[src/design/bmsirq_pkg.sv]
// ----------------------------------------------------------------------------
// bmsirq_pkg
// Types, codes and constants shared by the bank mapper modules.
// ----------------------------------------------------------------------------
`default_nettype none

package bmsirq_pkg;

	localparam logic [8:0] PRG_BANKS_MAX = 9'd64;
	localparam logic [8:0] CHR_BANKS_MAX = 9'd256;

	// access kinds
	localparam logic [1:0] OP_CPU_RD = 2'd0;
	localparam logic [1:0] OP_CPU_WR = 2'd1;
	localparam logic [1:0] OP_PPU_RD = 2'd2;
	localparam logic [1:0] OP_PPU_WR = 2'd3;

	// result targets
	localparam logic [1:0] TGT_NONE    = 2'd0;
	localparam logic [1:0] TGT_PRG_RAM = 2'd1;
	localparam logic [1:0] TGT_PRG_ROM = 2'd2;
	localparam logic [1:0] TGT_CHR     = 2'd3;

	// mirroring modes
	localparam logic [1:0] MIR_VERT = 2'd0;
	localparam logic [1:0] MIR_HORZ = 2'd1;
	localparam logic [1:0] MIR_FOUR = 2'd2;

	// configuration register indexes
	localparam logic [1:0] CFG_PRG_COUNT = 2'd0;
	localparam logic [1:0] CFG_CHR_COUNT = 2'd1;
	localparam logic [1:0] CFG_CHR_RAM   = 2'd2;
	localparam logic [1:0] CFG_INIT_MIR  = 2'd3;

	typedef enum logic [1:0] {
		ST_IDLE,
		ST_DIV,
		ST_OUT
	} state_t;

	typedef struct packed {
		logic       start;
		logic [7:0] dividend;
		logic [8:0] divisor;
	} div_cmd_t;

	typedef struct packed {
		logic       busy;
		logic       done;
		logic [7:0] rem;
	} div_stat_t;

endpackage

`default_nettype wire

[src/design/bmsirq_mod.sv]
// ----------------------------------------------------------------------------
// bmsirq_mod
// Restoring remainder unit: 8-bit dividend by 9-bit divisor, one bit a cycle.
// ----------------------------------------------------------------------------
`default_nettype none

module bmsirq_mod (
	input  wire                  clk,
	input  wire                  arst_n,
	input  wire bmsirq_pkg::div_cmd_t cmd,
	output bmsirq_pkg::div_stat_t stat
);

	logic       busy_q;
	logic       done_q;
	logic [2:0] cnt_q;
	logic [7:0] quo_q;
	logic [7:0] rem_q;
	logic [8:0] div_q;
	logic [8:0] trial;

	assign trial = {rem_q, quo_q[7]};

	always_ff @(posedge clk or negedge arst_n) begin
		if (!arst_n) begin
			busy_q <= 1'b0;
			done_q <= 1'b0;
			cnt_q  <= '0;
		end else begin
			done_q <= 1'b0;
			if (cmd.start) begin
				busy_q <= 1'b1;
				cnt_q  <= '0;
			end else if (busy_q) begin
				cnt_q <= cnt_q + 3'd1;
				if (cnt_q == 3'd7) begin
					busy_q <= 1'b0;
					done_q <= 1'b1;
				end
			end
		end
	end

	always_ff @(posedge clk) begin
		if (cmd.start) begin
			quo_q <= cmd.dividend;
			rem_q <= '0;
			div_q <= cmd.divisor;
		end else if (busy_q) begin
			quo_q <= {quo_q[6:0], 1'b0};
			// remainder stays below the divisor, so it fits 8 bits
			if (trial >= div_q) rem_q <= 8'(trial - div_q);
			else rem_q <= trial[7:0];
		end
	end

	assign stat.busy = busy_q;
	assign stat.done = done_q;
	assign stat.rem  = rem_q;

endmodule

`default_nettype wire

[src/design/bank_mapper_with_scanline_irq_unit.sv]
// ----------------------------------------------------------------------------
// bank_mapper_with_scanline_irq_unit
// Cartridge bank mapper with scanline IRQ counter; one bus access per beat.
// ----------------------------------------------------------------------------
//  channel | handshake           | payload
//  --------+---------------------+-----------------------------------------
//  in      | in_valid/in_ready   | opcode, bus_address, data_in
//  out     | out_valid/out_ready | handled, target, mapped_offset,
//          |                     | mirroring, irq
//  cfg     | cfg_valid/cfg_ready | cfg_index, cfg_data
//
// Each access runs in steps: the beat edge decodes and updates registers, the
// bit-serial remainder unit reduces the bank number modulo the bank count, a
// finish step follows, and the output register loads. in_ready is high only
// in idle, so a new access waits until the result is loaded; a result held
// back by out_ready stalls the load. Reset initialises all control and mapper
// state; configuration writes are always accepted (cfg_ready high).
// ----------------------------------------------------------------------------
`default_nettype none

module bank_mapper_with_scanline_irq_unit (
	input  wire         clk,
	input  wire         arst_n,
	input  wire         in_valid,
	output logic        in_ready,
	input  wire  [1:0]  opcode,
	input  wire  [15:0] bus_address,
	input  wire  [7:0]  data_in,
	output logic        out_valid,
	input  wire         out_ready,
	output logic        handled,
	output logic [1:0]  target,
	output logic [18:0] mapped_offset,
	output logic [1:0]  mirroring,
	output logic        irq,
	input  wire         cfg_valid,
	output logic        cfg_ready,
	input  wire  [1:0]  cfg_index,
	input  wire  [8:0]  cfg_data
);

	// configuration
	logic [6:0] prg_count_q;
	logic [8:0] chr_count_q;
	logic       chr_ram_q;

	// mapper state
	logic [7:0] bank_sel_q;
	logic [7:0] bank_q [8];
	logic [1:0] mirror_q;
	logic [7:0] irq_latch_q;
	logic [7:0] irq_cnt_q;
	logic       irq_reload_q;
	logic       irq_en_q;
	logic       irq_pend_q;
	logic       prev_a12_q;

	// item in flight
	logic        handled_q;
	logic [1:0]  tgt_q;
	logic [12:0] low_q;

	// output register
	logic        out_valid_q;
	logic        out_handled_q;
	logic [1:0]  out_tgt_q;
	logic [18:0] out_off_q;
	logic [1:0]  out_mir_q;
	logic        out_irq_q;

	bmsirq_pkg::state_t    state_q, state_d;
	bmsirq_pkg::div_cmd_t  dcmd;
	bmsirq_pkg::div_stat_t dstat;

	logic       in_beat;
	logic       out_free;
	logic       load_out;
	logic       is_cpu;
	logic       is_ram_win;
	logic       is_rom_win;
	logic       is_chr_win;
	logic       claim;
	logic [1:0] tgt_d;
	logic [8:0] prg_cnt;
	logic [8:0] chr_cnt;
	logic [7:0] prg_last;
	logic [7:0] second_bank;
	logic [7:0] prg_raw;
	logic [7:0] chr_raw;
	logic [2:0] slot;
	logic [1:0] mir_cfg;
	logic [7:0] cnt_next;
	logic [18:0] off_d;

	assign cfg_ready = 1'b1;
	assign in_ready  = (state_q == bmsirq_pkg::ST_IDLE);
	assign in_beat   = in_valid && in_ready;
	assign out_free  = !out_valid_q || out_ready;

	// clamp bank counts: zero means one, saturate at the maximum
	always_comb begin
		prg_cnt = {2'b00, prg_count_q};
		if (prg_count_q == 7'd0) prg_cnt = 9'd1;
		else if ({2'b00, prg_count_q} > bmsirq_pkg::PRG_BANKS_MAX)
			prg_cnt = bmsirq_pkg::PRG_BANKS_MAX;
		chr_cnt = chr_count_q;
		if (chr_count_q == 9'd0) chr_cnt = 9'd1;
		else if (chr_count_q > bmsirq_pkg::CHR_BANKS_MAX)
			chr_cnt = bmsirq_pkg::CHR_BANKS_MAX;
	end

	// decode the access
	always_comb begin
		is_cpu     = (opcode == bmsirq_pkg::OP_CPU_RD) || (opcode == bmsirq_pkg::OP_CPU_WR);
		is_ram_win = is_cpu && (bus_address[15:13] == 3'b011);
		is_rom_win = is_cpu && bus_address[15];
		is_chr_win = !is_cpu && (bus_address[15:13] == 3'b000);
		claim = 1'b0;
		tgt_d = bmsirq_pkg::TGT_NONE;
		if (is_ram_win) begin
			claim = 1'b1;
			tgt_d = bmsirq_pkg::TGT_PRG_RAM;
		end else if (is_rom_win) begin
			claim = 1'b1;
			if (opcode == bmsirq_pkg::OP_CPU_RD) tgt_d = bmsirq_pkg::TGT_PRG_ROM;
		end else if (is_chr_win && (opcode == bmsirq_pkg::OP_PPU_RD || chr_ram_q)) begin
			claim = 1'b1;
			tgt_d = bmsirq_pkg::TGT_CHR;
		end
	end

	// program window bank; fixed banks are already below the count
	always_comb begin
		prg_last    = 8'(prg_cnt - 9'd1);
		second_bank = (prg_cnt > 9'd1) ? 8'(prg_cnt - 9'd2) : prg_last;
		case (bus_address[14:13])
			2'd0:    prg_raw = bank_sel_q[6] ? second_bank : bank_q[6];
			2'd1:    prg_raw = bank_q[7];
			2'd2:    prg_raw = bank_sel_q[6] ? bank_q[6] : second_bank;
			default: prg_raw = prg_last;
		endcase
	end

	// pattern window bank: flip the 4 KiB half when bank select bit 7 is set
	always_comb begin
		slot = bus_address[12:10] ^ {bank_sel_q[7], 2'b00};
		case (slot)
			3'd0:    chr_raw = {bank_q[0][7:1], 1'b0};
			3'd1:    chr_raw = {bank_q[0][7:1], 1'b1};
			3'd2:    chr_raw = {bank_q[1][7:1], 1'b0};
			3'd3:    chr_raw = {bank_q[1][7:1], 1'b1};
			3'd4:    chr_raw = bank_q[2];
			3'd5:    chr_raw = bank_q[3];
			3'd6:    chr_raw = bank_q[4];
			default: chr_raw = bank_q[5];
		endcase
	end

	// kick the remainder unit on every beat
	always_comb begin
		dcmd.start = in_beat;
		if (is_chr_win) begin
			dcmd.dividend = chr_raw;
			dcmd.divisor  = chr_cnt;
		end else begin
			dcmd.dividend = prg_raw;
			dcmd.divisor  = prg_cnt;
		end
	end

	bmsirq_mod u_mod (
		.clk    (clk),
		.arst_n (arst_n),
		.cmd    (dcmd),
		.stat   (dstat)
	);

	// sequencer
	always_ff @(posedge clk or negedge arst_n) begin
		if (!arst_n) state_q <= bmsirq_pkg::ST_IDLE;
		else state_q <= state_d;
	end

	always_comb begin
		state_d  = state_q;
		load_out = 1'b0;
		unique case (state_q)
			bmsirq_pkg::ST_IDLE: begin
				if (in_beat) state_d = bmsirq_pkg::ST_DIV;
			end
			bmsirq_pkg::ST_DIV: begin
				if (dstat.done) state_d = bmsirq_pkg::ST_OUT;
			end
			bmsirq_pkg::ST_OUT: begin
				if (out_free) begin
					load_out = 1'b1;
					state_d  = bmsirq_pkg::ST_IDLE;
				end
			end
			default: state_d = bmsirq_pkg::ST_IDLE;
		endcase
	end

	// hold the decoded item
	always_ff @(posedge clk) begin
		if (in_beat) begin
			handled_q <= claim;
			tgt_q     <= tgt_d;
			low_q     <= bus_address[12:0];
		end
	end

	// counter value after an A12 rise
	assign cnt_next = (irq_cnt_q == 8'd0 || irq_reload_q) ? irq_latch_q : irq_cnt_q - 8'd1;
	assign mir_cfg  = (cfg_data[1:0] == 2'd3) ? bmsirq_pkg::MIR_FOUR : cfg_data[1:0];

	// mapper and configuration registers
	always_ff @(posedge clk or negedge arst_n) begin
		if (!arst_n) begin
			prg_count_q  <= 7'd32;
			chr_count_q  <= 9'd128;
			chr_ram_q    <= 1'b0;
			bank_sel_q   <= '0;
			for (int i = 0; i < 8; i++) bank_q[i] <= '0;
			bank_q[7]    <= 8'd1;
			mirror_q     <= bmsirq_pkg::MIR_VERT;
			irq_latch_q  <= '0;
			irq_cnt_q    <= '0;
			irq_reload_q <= 1'b0;
			irq_en_q     <= 1'b0;
			irq_pend_q   <= 1'b0;
			prev_a12_q   <= 1'b0;
		end else begin
			if (cfg_valid) begin
				unique case (cfg_index)
					bmsirq_pkg::CFG_PRG_COUNT: prg_count_q <= cfg_data[6:0];
					bmsirq_pkg::CFG_CHR_COUNT: chr_count_q <= cfg_data;
					bmsirq_pkg::CFG_CHR_RAM:   chr_ram_q   <= cfg_data[0];
					bmsirq_pkg::CFG_INIT_MIR:  mirror_q    <= mir_cfg;
					default: ;
				endcase
			end
			if (in_beat && opcode == bmsirq_pkg::OP_CPU_WR && bus_address[15]) begin
				case (bus_address[14:13])
					2'd0: begin
						if (!bus_address[0]) bank_sel_q <= data_in;
						else bank_q[bank_sel_q[2:0]] <= data_in;
					end
					2'd1: begin
						if (!bus_address[0] && mirror_q != bmsirq_pkg::MIR_FOUR)
							mirror_q <= data_in[0] ? bmsirq_pkg::MIR_HORZ : bmsirq_pkg::MIR_VERT;
					end
					2'd2: begin
						if (!bus_address[0]) irq_latch_q <= data_in;
						else irq_reload_q <= 1'b1;
					end
					default: begin
						if (!bus_address[0]) begin
							irq_en_q   <= 1'b0;
							irq_pend_q <= 1'b0;
						end else begin
							irq_en_q <= 1'b1;
						end
					end
				endcase
			end
			// watch A12 on pattern accesses only
			if (in_beat && is_chr_win) begin
				prev_a12_q <= bus_address[12];
				if (bus_address[12] && !prev_a12_q) begin
					irq_cnt_q    <= cnt_next;
					irq_reload_q <= 1'b0;
					if (cnt_next == 8'd0 && irq_en_q) irq_pend_q <= 1'b1;
				end
			end
		end
	end

	// assemble the offset from the reduced bank
	always_comb begin
		case (tgt_q)
			bmsirq_pkg::TGT_PRG_RAM: off_d = {6'd0, low_q};
			bmsirq_pkg::TGT_PRG_ROM: off_d = {dstat.rem[5:0], low_q};
			bmsirq_pkg::TGT_CHR:     off_d = {1'b0, dstat.rem, low_q[9:0]};
			default:                 off_d = '0;
		endcase
	end

	// output register: hold until taken
	always_ff @(posedge clk or negedge arst_n) begin
		if (!arst_n) begin
			out_valid_q <= 1'b0;
		end else if (load_out) begin
			out_valid_q <= 1'b1;
		end else if (out_ready) begin
			out_valid_q <= 1'b0;
		end
	end

	always_ff @(posedge clk) begin
		if (load_out) begin
			out_handled_q <= handled_q;
			out_tgt_q     <= tgt_q;
			out_off_q     <= off_d;
			out_mir_q     <= mirror_q;
			out_irq_q     <= irq_pend_q;
		end
	end

	assign out_valid     = out_valid_q;
	assign handled       = out_handled_q;
	assign target        = out_tgt_q;
	assign mapped_offset = out_off_q;
	assign mirroring     = out_mir_q;
	assign irq           = out_irq_q;

	logic unused_busy;
	assign unused_busy = dstat.busy;

endmodule

`default_nettype wire

[config.mk]
export PLATFORM = sky130hd
export DESIGN_NAME = bank_mapper_with_scanline_irq_unit
export DESIGN_NICKNAME = d
export VERILOG_FILES = /design/src/design/bmsirq_pkg.sv /design/src/design/bmsirq_mod.sv /design/src/design/bank_mapper_with_scanline_irq_unit.sv
export SDC_FILE = /design/constraint.sdc
export NUM_CORES = 1
export LEC_CHECK = 0
export ABC_AREA = 1
export BUFFER_PORTS_ARGS = -buffer_cell sky130_fd_sc_hd__buf_4
export CAP_MARGIN = 25
export CORE_MARGIN = 2
export CORE_UTILIZATION = 55
export DETAILED_ROUTE_END_ITERATION = 12
export PLACE_DENSITY_LB_ADDON = 0.15
export SYNTH_ARGS = -nofsm -noshare
export SYNTH_HDL_FRONTEND = slang
export SYNTH_SLANG_ARGS = --single-unit
[constraint.sdc]
create_clock -name clk -period 3 [get_ports clk]
set_input_delay 0.6 -clock clk [delete_from_list [all_inputs] [get_ports clk]]
set_output_delay 0.6 -clock clk [all_outputs]
set_load 0.01 [all_outputs]
-- Word level (Yosys, flattened, before mapping)
Cells that the tools add are included.
- eq/ne operators: 25
- bitwise operators: 4
- $lt $le $gt $ge: 6
- reductions and logical operators: 43
- add/sub/neg operators: 5
- muxes and demuxes: 57
- operator list (kind ; number):
    $bwmux 64 ; 1
    $mux 8 ; 8
    $pmux 19 s3 ; 1
    $pmux 8 s7 ; 1
    $demux 8 s3 ; 1
    $mux 1 ; 24
    $mux 2 ; 12
    $pmux 8 s3 ; 1
    $mux 9 ; 2
    $mux 17 ; 1
    $eq 2x2->1 const B ; 8
    $logic_not 8->1 ; 2
    $sub 8x1->8 const B ; 2
    $mux 7 ; 2
    $eq 3x3->1 const B ; 4
    $logic_and 1x1->1 ; 12
    $reduce_and 3->1 ; 4
    $eq 2x1->1 const B ; 5
    $reduce_and 2->1 ; 5
    $eq 3x2->1 const B ; 3
    $ge 9x9->1 ; 1
    $gt 9x1->1 const B ; 1
    $gt 9x9->1 const B ; 1
    $logic_not 9->1 ; 1
    other kinds (22) ; 37
- flip-flop bits (word level): 185
- output and inout port bits: 28
- bits of input ports: 42
- logic and storage cells: 175

-- Depth between registers and ports, before layout
- word-level depth: 9
- depth in mapped cells: 17
- depth with buffers taken out: 16

-- Modules after synthesis
A second synthesis with hierarchy kept.
- cells, all modules: 1048
- area total of the unflattened synthesis: 9057.4 sq um
- by module, submodules not included (module ; seq. area each (sq um) ; instances ; cells each ; area an instance (sq um)):
    bank_mapper_with_scanline_irq_unit ; 3962.6 ; 1 ; 843 ; 7334.5
    bmsirq_mod ; 795.8 ; 1 ; 205 ; 1722.9

-- Least setup slack after synthesis
No wires, ideal clock.
- kind: reg-to-reg
- start point: register prg_count_q[5]
- end point: register u_mod.quo_q[1] (data pin)
- arrival: 2.027 ns
- path buffers: 0
- stages on the path, launching flop included: 16
- clock period less this slack: 2.175 ns
- setup slack: 0.825 ns
- data required time: 2.852 ns
- setup time: 0.148 ns
- cells stage by stage: dfstp_2 > nor2_1 > nand3_1 > nand2_1 > nand2_1 > ha_1 > inv_1 > nor2_1 > nand2_1 > nand2_1 > nand2_1 > nand3_1 > nand2_1 > nand3_1 > nand2_1 > a21oi_1
- cells in the longest elaborated chain, start to end: 9
- elaborated cells between the ends (all ways): 13
- those cells by class: 2 x add/sub; 2 x order compare; 8 x mux; 1 x reduce/logical
- ends and longest elaborated chain (item ; RTL line ; RTL):
    from (decl) ; bank_mapper_with_scanline_irq_unit.sv:43 ; logic [6:0] prg_count_q;
    from (signal assigned) ; bank_mapper_with_scanline_irq_unit.sv:236 ; bmsirq_pkg::CFG_PRG_COUNT: prg_count_q <= cfg_data[6:0];
    $gt 7x7->1 ; bank_mapper_with_scanline_irq_unit.sv:104 ; else if ({2'b00, prg_count_q} > bmsirq_pkg::PRG_BANKS_MAX)
    $mux 7 ; bank_mapper_with_scanline_irq_unit.sv:104 ;
    $mux 7 * ; bank_mapper_with_scanline_irq_unit.sv:103 ; if (prg_count_q == 7'd0) prg_cnt = 9'd1;
    $sub 8x1->8, or another cell as far along ; bank_mapper_with_scanline_irq_unit.sv:134 ; prg_last = 8'(prg_cnt - 9'd1);
    $mux 8 ; bank_mapper_with_scanline_irq_unit.sv:135 ; second_bank = (prg_cnt > 9'd1) ? 8'(prg_cnt - 9'd2) : prg_last;
    $mux 8 (on tied branches) ; bank_mapper_with_scanline_irq_unit.sv:139, bank_mapper_with_scanline_irq_unit.sv:137 ;
    $pmux 8 s3 * ; bank_mapper_with_scanline_irq_unit.sv:136 ; case (bus_address[14:13])
    $mux 17 * ; bank_mapper_with_scanline_irq_unit.sv:162 ; if (is_chr_win) begin
    $mux 8 * ; bmsirq_mod.sv:45 ; if (cmd.start) begin
    to (signal assigned) ; bmsirq_mod.sv:46 ; quo_q <= cmd.dividend;
    to (signal assigned) ; bmsirq_mod.sv:50 ; quo_q <= {quo_q[6:0], 1'b0};
    to (decl) ; bmsirq_mod.sv:17 ; logic [7:0] quo_q;
Mark *: on every way between the ends. The rest lies on a longest branch, timed or not.
A chain may end at the register's enable or synchronous reset.

-- Worst setup path after layout
- start point: register prg_count_q[5]
- end point: register u_mod.quo_q[7] (data pin)
The elaborated chain is that of the path after synthesis.

==> key figures <==
GRT
  • Largest net degree at the start of global routing: 46
  • Total global-route track usage: 0.247
  • Number of global-route vias before repair: 6678
  • First-pass GRT wire length: 33900 µm
  • Overflow after GRT: 0
  • Antenna violations before repair: 0

Clocking
  • CTS sink cnt: 180
  • Root buffer cell: sky130_fd_sc_hd__clkbuf_16
  • Post-CTS Resized: 0
  • Post-CTS Setup Repair Bufs: 0
  • Maximum buffer depth of the clock tree: 2
  • Clk slew on worst S/H paths: 0.07 ns
  • Clock latency reported for the late side of the worst-skew pair: 0.43 ns
  • CTS tree: yes
  • Cts bufs inserted: 17
  • H-tree depth reported by CTS: 4
  • Hold-fix buffers at CTS: 0

Cells and area
  • Layout cell share with drive strength beyond 1: 0.155
  • Commonest non-fill, non-tap cells in the layout: sky130_fd_sc_hd__nand2_1, sky130_fd_sc_hd__inv_1, sky130_fd_sc_hd__dfrtp_1
  • Most common cell after layout, fill and taps aside: sky130_fd_sc_hd__nand2_1
  • Post-synthesis to final-layout area growth: 14.4%
  • Number of nets in the layout: 1139
  • Antenna Diode Count: 0

Timing
  • Highest Clock Rate: 371 MHz
  • TNS Setup: 0 ns
  • Share of the clock period used by the worst path: 0.898
  • Count of final max-slew check failures: 0
  • Final Worst Setup Slack: 0.306 ns
  • Final-report hold violation count: 0
  • Setup repair after global routing missed its margin: false
  • # setup viols final: 0
  • Worst clock skew on the final layout: 0.00850 ns
  • Worst relative slew slack: 0.436
  • Final critical path time including I/O delays and setup: 2.69 ns
  • Pin slew with the least headroom to its limit: 0.842 ns

Critical path
  • Critical Path Sink Type: flop
  • Series of cell instances along the critical path: nor2_1 -> nand3_1 -> nand2_1 -> nand2_1 -> ha_1 -> nand4_1 -> inv_1 -> nand2_2 -> nand2_1 -> nand2_1 -> nand2_1 -> nand3_1 -> o21ai_0 -> a21oi_1
  • Type of element launching the critical path: flop
  • Kind of cell with the highest combined delay on the critical path: simple AND/OR/NAND/NOR gates
  • Biggest fanout along the worst timing path: 7
  • Critical Path Slowest Stage Cell: sky130_fd_sc_hd__dfstp_2
  • Crit path buffers/inverters: 1
  • Req. time, crit path: 3.17 ns
  • Peak per-stage delay on the critical path: 0.57 ns
  • Worst endpoint data arrival time: 2.86 ns
  • Critical setup path kind: flop to flop
  • Most numerous cell on the critical path: sky130_fd_sc_hd__nand2_1

Floorplan
  • Die Height: 132 µm
  • Ports: 70
  • Starting Density: 0.563
  • Die area: 17300 µm²
  • CORE AREA: 15900 µm²
  • Die boundary width: 132 µm
  • Std cell rows: 46

Power
  • Areal power density over the cells: 736 nW/µm²
  • Pleak: 4.80 nW
  • Peak VDD IR: 0.000484 V

Synth
  • Synth Instances: 1011
  • Net count of the mapped netlist: 1070
  • Unique masters post-synth: 43
  • YS warnings: 0
  • Most area-hungry cell type in the Yosys netlist: sky130_fd_sc_hd__dfrtp_1
  • Fraction of post-synthesis cell area in the top cell type by area: 0.310
  • Synthesis-stage register bit count: 180
  • Syn_area_per_cell: 8.85 µm²
  • Post-synth top flop: sky130_fd_sc_hd__dfrtp_1
  • Proportion of synthesized chip area in sequential cells: 0.532
  • Biggest area contributors in the synthesized netlist: sky130_fd_sc_hd__dfrtp_1, sky130_fd_sc_hd__edfxtp_1, sky130_fd_sc_hd__nand2_1
  • Number of flops mapped to enable cells by yosys: 58
  • Total standard cell area after synthesis: 8950 µm²
  • Share of synthesized flip-flops with an asynchronous set or reset: 0.633

Route
  • Number of DRC violations after detailed routing: 0
  • Vias after detailed routing: 7049
  • Overall routed net length: 20500 µm
  • Wire length per cell: 15.7 µm
  • 1st-pass router iterations: 5
  • Initial drt markers: 627
  • Final ANT Viol Nets: 0
  • Via-to-Cell Ratio: 5.39

Hold path
  • Class of the tightest hold or removal check: input pin to asynchronous set/reset pin

Place
  • Weighted congestion reported at the end of routability-driven placement: 0.900
  • Placed wire-length estimate: 14800 µm
  • Post-Place Setup Slack: 0.396 ns
  • Number of port buffers: 68

Job
  • MaxCap Viol Count: 0

Status
  • Result of the run: complete, no violations
==> worst reg2reg max path, cell delays in order (launching register included) <==
cell and delay, ns:
sky130_fd_sc_hd__dfstp_2 0.57, sky130_fd_sc_hd__nor2_1 0.05, sky130_fd_sc_hd__nand3_1 0.08, sky130_fd_sc_hd__nand2_1 0.14, sky130_fd_sc_hd__nand2_1 0.26, sky130_fd_sc_hd__ha_1 0.19
sky130_fd_sc_hd__nand4_1 0.24, sky130_fd_sc_hd__inv_1 0.18, sky130_fd_sc_hd__nand2_2 0.11, sky130_fd_sc_hd__nand2_1 0.10, sky130_fd_sc_hd__nand2_1 0.06, sky130_fd_sc_hd__nand2_1 0.09
sky130_fd_sc_hd__nand3_1 0.06, sky130_fd_sc_hd__o21ai_0 0.21, sky130_fd_sc_hd__a21oi_1 0.10
==> power breakdown <==
part / switching [W] / internal, W
Combinational: 0.00126 / 0.000718
Sequential: 0.000201 / 0.00293
Clock: 0.00100 / 0.00142
==> synth_stat cells (6+ instances only) <==
cell type and instances:
sky130_fd_sc_hd__edfxtp_1 58, sky130_fd_sc_hd__o21ai_2 20, sky130_fd_sc_hd__o21ai_1 42, sky130_fd_sc_hd__xor2_1 9, sky130_fd_sc_hd__buf_6 11, sky130_fd_sc_hd__o21ai_0 84
sky130_fd_sc_hd__dfrtp_1 111, sky130_fd_sc_hd__inv_2 6, sky130_fd_sc_hd__clkbuf_1 8, sky130_fd_sc_hd__nand2_4 6, sky130_fd_sc_hd__nand4_1 10, sky130_fd_sc_hd__a21oi_1 50
sky130_fd_sc_hd__nor2_1 71, sky130_fd_sc_hd__o22ai_1 10, sky130_fd_sc_hd__dfxtp_1 8, sky130_fd_sc_hd__nand3_1 73, sky130_fd_sc_hd__nand2_2 7, sky130_fd_sc_hd__nand2_1 221
sky130_fd_sc_hd__inv_1 128, sky130_fd_sc_hd__ha_1 16
==> layout make-up <==
| class | instances | area (µm²) |
|---|---|---|
| clock buffers | 18 | 429 |
| well taps | 216 | 270 |
| repair buffers | 77 | 578 |
| inverters | 135 | 507 |
| clock inverters | 14 | 210 |
| flip-flops and latches | 180 | 4760 |
| fillers | 1379 | 5650 |
| multi-input cells | 669 | 3490 |
==> sequential cells by signal (all words and copies together) (netlist names), 3 cells and up <==
name	flops
bank_q	62
mapped_offset	19
low_q	13
chr_count_q	9
u_mod.div_q	9
irq_cnt_q	8
irq_latch_q	8
u_mod.quo_q	8
u_mod.rem_q	8
prg_count_q	7
bank_sel_q	5
u_mod.cnt_q	3
==> routing by layer <==
layer / part of all wire / global-route usage
met4: 0.020 / 0.0791
met3: 0.044 / 0.0459
met1: 0.47 / 0.348
met5: 0 / 0
met2: 0.47 / 0.389
==> final timing paths <==
| check | from | endpoint | slack (ns) | cells after the start |
|---|---|---|---|---|
| worst min register to register | handled_q | handled | 0.43 | 0 |
| worst max-delay path | prg_count_q[5] | u_mod.quo_q[7] | 0.31 | 14 |
| worst max register to register | prg_count_q[5] | u_mod.quo_q[7] | 0.31 | 14 |
| min in group clk | bus_address[6] | low_q[6] | 0.34 | 1 |
| worst min-delay path | arst_n | bank_q[17] | 0.17 | 1 |
| max in group asynchronous | arst_n | bank_q[25] | 2.03 | 2 |
==> cell families (layout without fill, tap and decap cells) <==
group                    after synthesis  after routing  share of synthesized area
AND/OR/NAND/NOR                      410            410                      0.209
AO/OA/AOI/OAI                        227            227                      0.142
flip-flops                           180            180                      0.532
buffers and inverters                162            244                     0.0787
adder cells (fa/ha/maj)               17             17                     0.0246
XOR/XNOR                              14             14                     0.0137
other                                  1              1                   0.000419
==> metrics by stage <==
stage	util	total power [W]	area (µm²)	cells	hold slack, ns
after detailed placement	0.604	0.00512	9600	1277	0.415
final	0.645	0.00754	10200	1309	0.172
after CTS	0.645	0.00757	10200	1309	0.195
after global placement	0.604	0.00508	9600	1277	0.431
after floorplan	-	0.00461	8950	1011	0.304
after global routing	0.645	0.00797	10200	1309	0.211
(Power assumes the default switching activity.)
